**config.mk**
```make
export PLATFORM = sky130hd
export DESIGN_NAME = onewire_temp_sensor_reader_unit
export DESIGN_NICKNAME = d
export VERILOG_FILES = /design/src/owtr_pkg.sv /design/src/owtr_cfg_regs.sv /design/src/owtr_seq.sv /design/src/onewire_temp_sensor_reader_unit.sv
export SDC_FILE = /design/constraint.sdc
export NUM_CORES = 1
export LEC_CHECK = 0
export BUFFER_PORTS_ARGS = -buffer_cell sky130_fd_sc_hd__buf_4
export CAP_MARGIN = 20
export CELL_PAD_IN_SITES_DETAIL_PLACEMENT = 1
export CELL_PAD_IN_SITES_GLOBAL_PLACEMENT = 2
export CORE_ASPECT_RATIO = 1.75
export CORE_MARGIN = 1
export CORE_UTILIZATION = 30
export CTS_CLUSTER_DIAMETER = 80
export DETAILED_ROUTE_END_ITERATION = 10
export PLACE_DENSITY = 0.72
export SYNTH_ARGS = -nofsm -noshare
export SYNTH_HDL_FRONTEND = slang
export SYNTH_SLANG_ARGS = --single-unit
export TNS_END_PERCENT = 50
```
**constraint.sdc**
```tcl
create_clock -name clk -period 9 [get_ports clk]
set_clock_uncertainty 0.15 [all_clocks]
set_input_delay 0.9 -clock clk [delete_from_list [all_inputs] [get_ports clk]]
set_output_delay 0.9 -clock clk [all_outputs]
set_load 0.005 [all_outputs]
```
**src/owtr_pkg.sv**
```systemverilog
// owtr_pkg: shared types and constants of the single-wire temperature reader
// phase codes, command bytes, register indexes, config and result structs
// no dependencies
`timescale 1ns / 1ps
`default_nettype none

package owtr_pkg;

    // register index port width and register indexes
    localparam int CFG_IDX_W  = 3;
    localparam int CFG_DATA_W = 17;

    localparam logic [CFG_IDX_W-1:0] REG_RESET_HIGH = 3'd0;
    localparam logic [CFG_IDX_W-1:0] REG_RESET_LOW  = 3'd1;
    localparam logic [CFG_IDX_W-1:0] REG_PRES_TMO   = 3'd2;
    localparam logic [CFG_IDX_W-1:0] REG_RECOVERY   = 3'd3;
    localparam logic [CFG_IDX_W-1:0] REG_SLOT       = 3'd4;
    localparam logic [CFG_IDX_W-1:0] REG_PRE_READ   = 3'd5;

    // register reset values
    localparam logic [9:0]  RST_RESET_HIGH = 10'd260;
    localparam logic [10:0] RST_RESET_LOW  = 11'd750;
    localparam logic [16:0] RST_PRES_TMO   = 17'd80000;
    localparam logic [9:0]  RST_RECOVERY   = 10'd100;
    localparam logic [7:0]  RST_SLOT       = 8'd60;
    localparam logic [7:0]  RST_PRE_READ   = 8'd10;

    // bus command bytes
    localparam logic [7:0] CMD_SKIP_ROM  = 8'hCC;
    localparam logic [7:0] CMD_CONVERT   = 8'h44;
    localparam logic [7:0] CMD_READ_SCR  = 8'hBE;

    // sequence steps
    localparam logic [2:0] STEP_SKIP_A   = 3'd0;
    localparam logic [2:0] STEP_CONVERT  = 3'd1;
    localparam logic [2:0] STEP_RESET_B  = 3'd2;
    localparam logic [2:0] STEP_SKIP_B   = 3'd3;
    localparam logic [2:0] STEP_READ_CMD = 3'd4;
    localparam logic [2:0] STEP_RD_LOW   = 3'd5;
    localparam logic [2:0] STEP_RD_HIGH  = 3'd6;

    localparam logic [2:0] LAST_BIT = 3'd7;

    // stream widths
    localparam int S_TDATA_W = 8;
    localparam int M_TDATA_W = 24;
    localparam int RES_W     = 20;

    typedef enum logic [3:0] {
        PH_IDLE     = 4'd0,
        PH_RST_HIGH = 4'd1,
        PH_RST_LOW  = 4'd2,
        PH_PRESENCE = 4'd3,
        PH_RECOVERY = 4'd4,
        PH_WR_LOW   = 4'd5,
        PH_WR_HIGH  = 4'd6,
        PH_RD_PRE   = 4'd7,
        PH_RD_LOW   = 4'd8,
        PH_RD_GAP   = 4'd9,
        PH_RD_WAIT  = 4'd10
    } phase_t;

    typedef struct packed {
        logic [9:0]  reset_high_ticks;
        logic [10:0] reset_low_ticks;
        logic [16:0] presence_timeout_ticks;
        logic [9:0]  recovery_ticks;
        logic [7:0]  slot_ticks;
        logic [7:0]  pre_read_ticks;
    } owtr_cfg_t;

    // result item, lowest bit first: drive_low, busy_res, done_res,
    // raw_reading, presence_missing
    typedef struct packed {
        logic               presence_missing;
        logic signed [15:0] raw_reading;
        logic               done_res;
        logic               busy_res;
        logic               drive_low;
    } owtr_res_t;

endpackage

`default_nettype wire

```
**src/owtr_cfg_regs.sv**
```systemverilog
// owtr_cfg_regs: timing register file written through the config channel
// depends on owtr_pkg
`timescale 1ns / 1ps
`default_nettype none

module owtr_cfg_regs (
    input  wire logic                           clk,
    input  wire logic                           rst_n,
    input  wire logic                           cfg_valid,
    output logic                                cfg_ready,
    input  wire logic [owtr_pkg::CFG_IDX_W-1:0]  cfg_index,
    input  wire logic [owtr_pkg::CFG_DATA_W-1:0] cfg_data,
    output owtr_pkg::owtr_cfg_t                 cfg
);
    import owtr_pkg::*;

    owtr_cfg_t cfg_reg;
    owtr_cfg_t cfg_next;

    // registers are always writable
    assign cfg_ready = 1'b1;
    assign cfg       = cfg_reg;

    // decode one write transfer
    always_comb
    begin
        cfg_next = cfg_reg;
        if (cfg_valid)
        begin
            unique case (cfg_index)
                REG_RESET_HIGH: cfg_next.reset_high_ticks       = cfg_data[9:0];
                REG_RESET_LOW:  cfg_next.reset_low_ticks        = cfg_data[10:0];
                REG_PRES_TMO:   cfg_next.presence_timeout_ticks = cfg_data[16:0];
                REG_RECOVERY:   cfg_next.recovery_ticks         = cfg_data[9:0];
                REG_SLOT:       cfg_next.slot_ticks             = cfg_data[7:0];
                REG_PRE_READ:   cfg_next.pre_read_ticks         = cfg_data[7:0];
                default:        cfg_next = cfg_reg;
            endcase
        end
    end

    always_ff @(posedge clk or negedge rst_n)
    begin
        if (!rst_n)
        begin
            cfg_reg.reset_high_ticks       <= RST_RESET_HIGH;
            cfg_reg.reset_low_ticks        <= RST_RESET_LOW;
            cfg_reg.presence_timeout_ticks <= RST_PRES_TMO;
            cfg_reg.recovery_ticks         <= RST_RECOVERY;
            cfg_reg.slot_ticks             <= RST_SLOT;
            cfg_reg.pre_read_ticks         <= RST_PRE_READ;
        end
        else
        begin
            cfg_reg <= cfg_next;
        end
    end

endmodule

`default_nettype wire

```
**src/owtr_seq.sv**
```systemverilog
// owtr_seq: bus sequencer state and one-tick next-state logic
// advances one tick per enabled cycle and gives that tick's result
// depends on owtr_pkg
`timescale 1ns / 1ps
`default_nettype none

module owtr_seq (
    input  wire logic                clk,
    input  wire logic                rst_n,
    input  wire logic                tick_en,
    input  wire logic                start_req,
    input  wire logic                line_in,
    input  wire owtr_pkg::owtr_cfg_t cfg,
    output owtr_pkg::owtr_res_t      res
);
    import owtr_pkg::*;

    phase_t      phase_reg,   phase_next;
    logic [16:0] tick_reg,    tick_next;
    logic [2:0]  bit_reg,     bit_next;
    logic [2:0]  step_reg,    step_next;
    logic [7:0]  shift_reg,   shift_next;
    logic [15:0] reading_reg, reading_next;
    logic        presence_reg, presence_next;
    logic [7:0]  low_byte_reg, low_byte_next;

    logic [16:0] tick_inc;
    logic [16:0] dur_sel;
    logic        hit;
    logic        begin_step;
    logic [2:0]  begin_idx;
    logic [7:0]  rd_shift;
    logic        drive;
    logic        busy;
    logic        done;

    // timed phase length for the current phase
    always_comb
    begin
        unique case (phase_reg)
            PH_RST_HIGH: dur_sel = 17'(cfg.reset_high_ticks);
            PH_RST_LOW:  dur_sel = 17'(cfg.reset_low_ticks);
            PH_RECOVERY: dur_sel = 17'(cfg.recovery_ticks);
            PH_WR_LOW:   dur_sel = shift_reg[0] ? 17'd1 : 17'(cfg.slot_ticks);
            PH_WR_HIGH:  dur_sel = shift_reg[0] ? 17'(cfg.slot_ticks) : 17'd1;
            PH_RD_PRE:   dur_sel = 17'(cfg.pre_read_ticks);
            PH_RD_WAIT:  dur_sel = 17'(cfg.slot_ticks);
            default:     dur_sel = 17'd0;
        endcase
    end

    assign tick_inc = tick_reg + 17'd1;
    assign hit      = (tick_inc >= dur_sel);
    assign rd_shift = (tick_reg == 17'd0) ? {line_in, shift_reg[7:1]} : shift_reg;

    // next state for one tick
    always_comb
    begin
        phase_next    = phase_reg;
        tick_next     = tick_reg;
        bit_next      = bit_reg;
        step_next     = step_reg;
        shift_next    = shift_reg;
        reading_next  = reading_reg;
        presence_next = presence_reg;
        low_byte_next = low_byte_reg;
        begin_step    = 1'b0;
        begin_idx     = step_reg;
        drive         = 1'b0;
        busy          = 1'b1;
        done          = 1'b0;

        unique case (phase_reg)
            PH_IDLE:
            begin
                busy = 1'b0;
                if (start_req)
                begin
                    presence_next = 1'b0;
                    step_next     = STEP_SKIP_A;
                    tick_next     = 17'd0;
                    phase_next    = PH_RST_HIGH;
                end
            end
            PH_RST_HIGH:
            begin
                tick_next = hit ? 17'd0 : tick_inc;
                if (hit)
                    phase_next = PH_RST_LOW;
            end
            PH_RST_LOW:
            begin
                drive     = 1'b1;
                tick_next = hit ? 17'd0 : tick_inc;
                if (hit)
                    phase_next = PH_PRESENCE;
            end
            PH_PRESENCE:
            begin
                if (!line_in)
                begin
                    tick_next  = 17'd0;
                    phase_next = PH_RECOVERY;
                end
                else if (tick_reg >= cfg.presence_timeout_ticks)
                begin
                    presence_next = 1'b1;
                    tick_next     = 17'd0;
                    phase_next    = PH_RECOVERY;
                end
                else
                begin
                    tick_next = tick_inc;
                end
            end
            PH_RECOVERY:
            begin
                tick_next  = hit ? 17'd0 : tick_inc;
                begin_step = hit;
            end
            PH_WR_LOW:
            begin
                drive     = 1'b1;
                tick_next = hit ? 17'd0 : tick_inc;
                if (hit)
                    phase_next = PH_WR_HIGH;
            end
            PH_WR_HIGH:
            begin
                tick_next = hit ? 17'd0 : tick_inc;
                if (hit)
                begin
                    shift_next = {1'b0, shift_reg[7:1]};
                    if (bit_reg == LAST_BIT)
                    begin
                        step_next  = step_reg + 3'd1;
                        begin_idx  = step_reg + 3'd1;
                        begin_step = 1'b1;
                    end
                    else
                    begin
                        bit_next   = bit_reg + 3'd1;
                        phase_next = PH_WR_LOW;
                    end
                end
            end
            PH_RD_PRE:
            begin
                tick_next = hit ? 17'd0 : tick_inc;
                if (hit)
                    phase_next = PH_RD_LOW;
            end
            PH_RD_LOW:
            begin
                drive      = 1'b1;
                tick_next  = 17'd0;
                phase_next = PH_RD_GAP;
            end
            PH_RD_GAP:
            begin
                tick_next  = 17'd0;
                phase_next = PH_RD_WAIT;
            end
            PH_RD_WAIT:
            begin
                shift_next = rd_shift;
                tick_next  = hit ? 17'd0 : tick_inc;
                if (hit)
                begin
                    if (bit_reg == LAST_BIT)
                    begin
                        if (step_reg == STEP_RD_LOW)
                        begin
                            low_byte_next = rd_shift;
                            step_next     = STEP_RD_HIGH;
                            begin_idx     = STEP_RD_HIGH;
                            begin_step    = 1'b1;
                        end
                        else
                        begin
                            reading_next = {rd_shift, low_byte_reg};
                            done         = 1'b1;
                            step_next    = STEP_SKIP_A;
                            bit_next     = 3'd0;
                            phase_next   = PH_IDLE;
                        end
                    end
                    else
                    begin
                        bit_next   = bit_reg + 3'd1;
                        phase_next = PH_RD_LOW;
                    end
                end
            end
            default:
            begin
                busy       = 1'b0;
                tick_next  = 17'd0;
                phase_next = PH_IDLE;
            end
        endcase

        // start the next step of the sequence
        if (begin_step)
        begin
            tick_next = 17'd0;
            bit_next  = 3'd0;
            unique case (begin_idx)
                STEP_SKIP_A, STEP_SKIP_B:
                begin
                    shift_next = CMD_SKIP_ROM;
                    phase_next = PH_WR_LOW;
                end
                STEP_CONVERT:
                begin
                    shift_next = CMD_CONVERT;
                    phase_next = PH_WR_LOW;
                end
                STEP_READ_CMD:
                begin
                    shift_next = CMD_READ_SCR;
                    phase_next = PH_WR_LOW;
                end
                STEP_RESET_B:
                begin
                    step_next  = STEP_SKIP_B;
                    phase_next = PH_RST_HIGH;
                end
                STEP_RD_LOW, STEP_RD_HIGH:
                begin
                    shift_next = 8'd0;
                    phase_next = PH_RD_PRE;
                end
                default:
                begin
                    phase_next = PH_IDLE;
                end
            endcase
        end
    end

    // result of this tick
    assign res.drive_low        = drive;
    assign res.busy_res         = busy;
    assign res.done_res         = done;
    assign res.raw_reading      = reading_next;
    assign res.presence_missing = presence_next;

    always_ff @(posedge clk or negedge rst_n)
    begin
        if (!rst_n)
        begin
            phase_reg    <= PH_IDLE;
            tick_reg     <= 17'd0;
            bit_reg      <= 3'd0;
            step_reg     <= 3'd0;
            shift_reg    <= 8'd0;
            reading_reg  <= 16'd0;
            presence_reg <= 1'b0;
            low_byte_reg <= 8'd0;
        end
        else if (tick_en)
        begin
            phase_reg    <= phase_next;
            tick_reg     <= tick_next;
            bit_reg      <= bit_next;
            step_reg     <= step_next;
            shift_reg    <= shift_next;
            reading_reg  <= reading_next;
            presence_reg <= presence_next;
            low_byte_reg <= low_byte_next;
        end
    end

endmodule

`default_nettype wire

```
**src/onewire_temp_sensor_reader_unit.sv**
```systemverilog
// channel   dir  signals                          contents
// s_*       in   s_tvalid s_tready s_tdata[7:0]   one 1 us tick: start_req, line_in
// m_*       out  m_tvalid m_tready m_tdata[23:0]  that tick's bus drive and status
// cfg_*     in   cfg_valid cfg_ready cfg_index    timing register writes
//
// one tick per cycle unless m_tready stalls: the sequencer state and the result
// register update in the same cycle a tick is taken; the result shows next cycle
// s_tready is high whenever the result register is empty or being drained
// a stall on m_tready holds the result and the sequencer state
// reset (rst_n low) returns to idle with the timing registers at defaults
//
// top level of the single-wire temperature reader
// depends on owtr_pkg, owtr_cfg_regs, owtr_seq
`timescale 1ns / 1ps
`default_nettype none

module onewire_temp_sensor_reader_unit (
    input  wire logic                           clk,
    input  wire logic                           rst_n,
    input  wire logic                           s_tvalid,
    output logic                                s_tready,
    // [0] start_req, [1] line_in, [7:2] zero
    input  wire logic [owtr_pkg::S_TDATA_W-1:0]  s_tdata,
    output logic                                m_tvalid,
    input  wire logic                           m_tready,
    // [0] drive_low, [1] busy_res, [2] done_res, [18:3] raw_reading,
    // [19] presence_missing, [23:20] zero
    output logic [owtr_pkg::M_TDATA_W-1:0]       m_tdata,
    input  wire logic                           cfg_valid,
    output logic                                cfg_ready,
    input  wire logic [owtr_pkg::CFG_IDX_W-1:0]  cfg_index,
    input  wire logic [owtr_pkg::CFG_DATA_W-1:0] cfg_data
);
    import owtr_pkg::*;

    owtr_cfg_t cfg;
    owtr_res_t res;
    logic      take;
    logic      m_valid_reg, m_valid_next;
    owtr_res_t m_data_reg;

    owtr_cfg_regs u_cfg (
        .clk       (clk),
        .rst_n     (rst_n),
        .cfg_valid (cfg_valid),
        .cfg_ready (cfg_ready),
        .cfg_index (cfg_index),
        .cfg_data  (cfg_data),
        .cfg       (cfg)
    );

    owtr_seq u_seq (
        .clk       (clk),
        .rst_n     (rst_n),
        .tick_en   (take),
        .start_req (s_tdata[0]),
        .line_in   (s_tdata[1]),
        .cfg       (cfg),
        .res       (res)
    );

    // input transfer when the result register can take the new result
    assign s_tready = !m_valid_reg || m_tready;
    assign take     = s_tvalid && s_tready;

    always_comb
    begin
        m_valid_next = m_valid_reg;
        if (take)
            m_valid_next = 1'b1;
        else if (m_tready)
            m_valid_next = 1'b0;
    end

    always_ff @(posedge clk or negedge rst_n)
    begin
        if (!rst_n)
            m_valid_reg <= 1'b0;
        else
            m_valid_reg <= m_valid_next;
    end

    // result payload register
    always_ff @(posedge clk)
    begin
        if (take)
            m_data_reg <= res;
    end

    assign m_tvalid = m_valid_reg;
    assign m_tdata  = {{(M_TDATA_W-RES_W){1'b0}}, m_data_reg};

`ifndef NO_ASSERTIONS
    // done only at the final tick of a running sequence
    assert property (@(posedge clk) disable iff (!rst_n)
        m_valid_reg && m_data_reg.done_res |-> m_data_reg.busy_res)
        else $error("done without busy");

    // the bus is pulled low only during a sequence
    assert property (@(posedge clk) disable iff (!rst_n)
        m_valid_reg && m_data_reg.drive_low |-> m_data_reg.busy_res)
        else $error("drive low while idle");

    // s_tready is always high while the result register is empty
    assert property (@(posedge clk) disable iff (!rst_n)
        !m_valid_reg |-> s_tready)
        else $error("stalled with empty result register");

    // a tick transfer always leaves a result to deliver
    assert property (@(posedge clk) disable iff (!rst_n)
        take |=> m_valid_reg)
        else $error("result lost after tick transfer");
`endif

endmodule

`default_nettype wire
```
==> results.py <==
metrics = {
    "synth": {
        "muxShareOfSynthArea_pct": 9.914,
        "synth_edf_count": 20,
        "synth-seq-cells": 145,
        "synth_top_family_by_area": "compound AO/OA/AOI/OAI gates",
        "netlist-cell-type-count": 76,
        "synthSimpleGateAreaFrac_pct": 13.61,
        "yosysWarnings": 0,
        "synth_fa_ha_area_share_pct": 5.605,
        "synth-compound-area-share_pct": 17.54,
        "synth_ff_type": "dfrtp_1",
        "netlist_area_mm2": 0.007812,
        "synth-xor-area-share_pct": 1.345,
        "seq_area_frac_synth_pct": 48.09,
        "async_flop_share_pct": 86.21,
        "synth.avg_cell_area_um2": 10.35,
        "synth_cells": 755,
    },
    "sta": {
        "fin_setup_tns_ns": 0,
        "max_slew.worst_pin.slew_ns": 1.075,
        "rsz0062_at_grt": "no",
        "setup_viol": 0,
        "hold_viol": 0,
        "maxSlewHeadroom_pct": 28.08,
        "max_freq_mhz": 172.0,
        "finalCritPeriodShare_pct": 64.60,
        "finalWorstSetupSlack_ns": 3.186,
        "slew_violations": 0,
        "period_needed_ns": 5.814,
        "hold_ws_ns": 0.3334,
    },
    "drt": {
        "wl_per_cell_um": 17.99,
        "vias": 5861,
        "drt-vias-per-instance": 5.196,
        "route.antenna.remaining_nets": 0,
        "drc_errors": 0,
        "first_pass_iters": 7,
        "drt_iter0_drc": 197,
        "wirelength_mm": 20.29,
    },
    "critical_path": {
        "cp_max_fo": 25,
        "critical_path_class": "flop to flop",
        "worstPathCellList": "nand2b_1, nor3_2, a222oi_1, nand2_1, a21oi_1, ha_1, a21o_1, a21o_1, a211o_1, a211o_2, nor2_4, nor2_2, nand2_1, inv_2, nand2_2, mux2_2",
        "crit_slowest_cell": "nor3_2",
        "critPathRequiredTime_ns": 9.17,
        "worst_setup_path_start_kind": "flop",
        "end_kind": "flop",
        "worst_path_largest_cell_delay_ns": 0.72,
        "cp_data_arrival_time_ns": 5.98,
    },
    "global_routing": {
        "grt_max_degree": 66,
        "grt_first_pass_wirelength_mm": 33.48,
        "grt_overflow": 0,
        "grt_util_all_layers_pct": 16.54,
        "antenna_found_initial": 0,
        "grt_pass1_vias": 6237,
    },
    "clocking": {
        "cts_tree": "built",
        "cts_setup_buffers": 0,
        "cts.clk_slew.worst_paths_ns": 0.06,
        "cts-root-buf": "clkbuf_16",
        "numClockSinks": 145,
        "h-tree-depth": 4,
        "cts_buffer_depth": 2,
        "cts.repair.resized": 0,
        "cts_inserted_buffers": 17,
        "hold_buffers": 0,
        "clk_latency_ns": 0.44,
    },
    "cells_and_area": {
        "final_nets": 867,
        "final_core_util_pct": 35.95,
        "drive_gt1_share_pct": 23.89,
        "final_cells": 1128,
        "antenna_cells": 0,
        "syn_to_final_growth_pct": 17.04,
        "largest_reg_flops": 64,
        "finalInstanceArea_mm2": 0.009144,
    },
    "placement": {
        "post-place-ws_ns": 3.071,
        "hpwl_mm": 14.97,
        "place_congestion": 0.7973,
        "portBuffers": 48,
        "dpl_cell_area_mm2": 0.008494,
        "dp_cells": 1096,
    },
    "floorplanning": {
        "rows": 77,
        "die_width_um": 124.0,
        "die_h_um": 215.5,
        "die_area_mm2": 0.02672,
        "io_pins": 60,
        "core_area_mm2": 0.02543,
        "initial_core_util_pct": 30.72,
    },
    "pwr": {
        "max-vdd-ir-drop_v": 0.0001540,
        "finalPower_mw": 2.343,
        "p_leak_nw": 3.950,
        "power_density_mw_per_mm2": 256.2,
    },
    "flow_run": {
        "maxCapViolCount": 0,
    },
    "hold_path": {
        "hp-class": "flop to flop",
    },
    "run_status": {
        "outcome": "finished, final reports clean",
    },
}
==> metal layers <==
layer  vias to the layer above  share of wire (%)  global-route usage, %
li1                       2812                  -                      -
met1                      2960                 40                  18.44
met2                        68                 55                  29.81
met3                        21                2.4                  3.885
met4                         0                2.1                  5.952
met5                         -                  0                      0
==> cell families (layout without fill, tap and decap cells) <==
group                    count (synthesis)  in the layout
AO/OA/AOI/OAI                          199            199
XOR/XNOR                                12             12
adder cells (fa/ha/maj)                 35             35
buffers and inverters                   68            122
flip-flops                             145            145
multiplexers                            70             70
other                                    2              5
AND/OR/NAND/NOR                        224            224
==> worst max-delay path: cells and delay by family (launching register included) <==
family                   cells  cell delay [ns]
adder cells (fa/ha/maj)      1             0.19
multiplexers                 1             0.40
buffers and inverters        1             0.26
AO/OA/AOI/OAI                6             1.37
AND/OR/NAND/NOR              7             2.63
flip-flops                   1             0.69
==> path summary, 6_finish.rpt <==
| path | startpoint | endpoint | slack (ns) | depth (start not counted) |
|---|---|---|---|---|
| setup reg to reg | u_seq.phase_reg[0]$_DFFE_PN0P_ | u_seq.reading_reg[0]$_DFFE_PN0P_ | 3.19 | 16 |
| setup / recovery | u_seq.phase_reg[0]$_DFFE_PN0P_ | u_seq.reading_reg[0]$_DFFE_PN0P_ | 3.19 | 16 |
| min in group asynchronous | rst_n | u_cfg.cfg[23]$_DFFE_PN0P_ | 0.39 | 1 |
| hold reg to reg | u_seq.presence_reg$_DFFE_PN0P_ | u_seq.presence_reg$_DFFE_PN0P_ | 0.33 | 2 |
| max in group asynchronous | rst_n | u_seq.shift_reg[6]$_DFFE_PN0P_ | 6.92 | 2 |
| hold / removal | u_seq.presence_reg$_DFFE_PN0P_ | u_seq.presence_reg$_DFFE_PN0P_ | 0.33 | 2 |
==> cell usage after synthesis (all sizes together), types with 9 or more instances <==
library cell / number / share of area [%]
nor3: 10 / 0.64
nand4: 9 / 0.99
mux2: 59 / 8.5
edfxtp: 20 / 7.7
inv: 33 / 1.6
nand3: 11 / 0.70
buf: 16 / 1.3
o21ai: 66 / 4.3
mux2i: 11 / 1.4
a31oi: 10 / 0.80
clkbuf: 19 / 0.91
nand2b: 9 / 0.72
nor2: 33 / 1.7
dfrtp: 102 / 33
a21oi: 43 / 2.8
ha: 35 / 5.6
nand2: 122 / 5.9
a222oi: 9 / 1.2
dfstp: 23 / 7.7
a22o: 11 / 1.2
==> power breakdown <==
part,leakage (nW),switching [mW],internal (mW)
clock network,0.317,0.287,0.486
registers,1.76,0.0993,0.784
logic,1.87,0.414,0.274
total,3.95,0.799,1.54
==> layout by cell type, fill, tap and decap left out, types with 5 or more instances in the layout <==
cell type / synthesis / final
nor3_1: 10 / 8
clkbuf_16: 0 / 19
nand2_1: 121 / 121
a31oi_1: 10 / 10
o21ai_0: 57 / 57
nor2b_1: 5 / 5
nand4_1: 7 / 7
dfstp_2: 23 / 23
a22o_1: 11 / 11
buf_4: 7 / 57
ha_1: 35 / 35
mux2i_1: 11 / 11
nand2b_1: 9 / 9
mux2_2: 55 / 55
nand3_1: 11 / 11
dfrtp_1: 102 / 102
nor2_1: 30 / 30
inv_1: 32 / 32
xor2_1: 6 / 6
conb_1: 2 / 5
a21oi_1: 43 / 43
o21ai_1: 8 / 8
a21o_1: 6 / 6
xnor2_1: 6 / 6
edfxtp_1: 20 / 20
a222oi_1: 9 / 9
==> layout make-up <==
cell class                      count  area, µm²
Tap cell                          316      395.4
Inverter                           33      123.9
Clock buffer                       22      506.7
Sequential cell                   145       3757
Multi-Input combinational cell    545       3790
Clock inverter                     10      142.6
Timing Repair Buffer               57      427.9
Fill cell                        2914      16290
(Power assumes the default switching activity.)
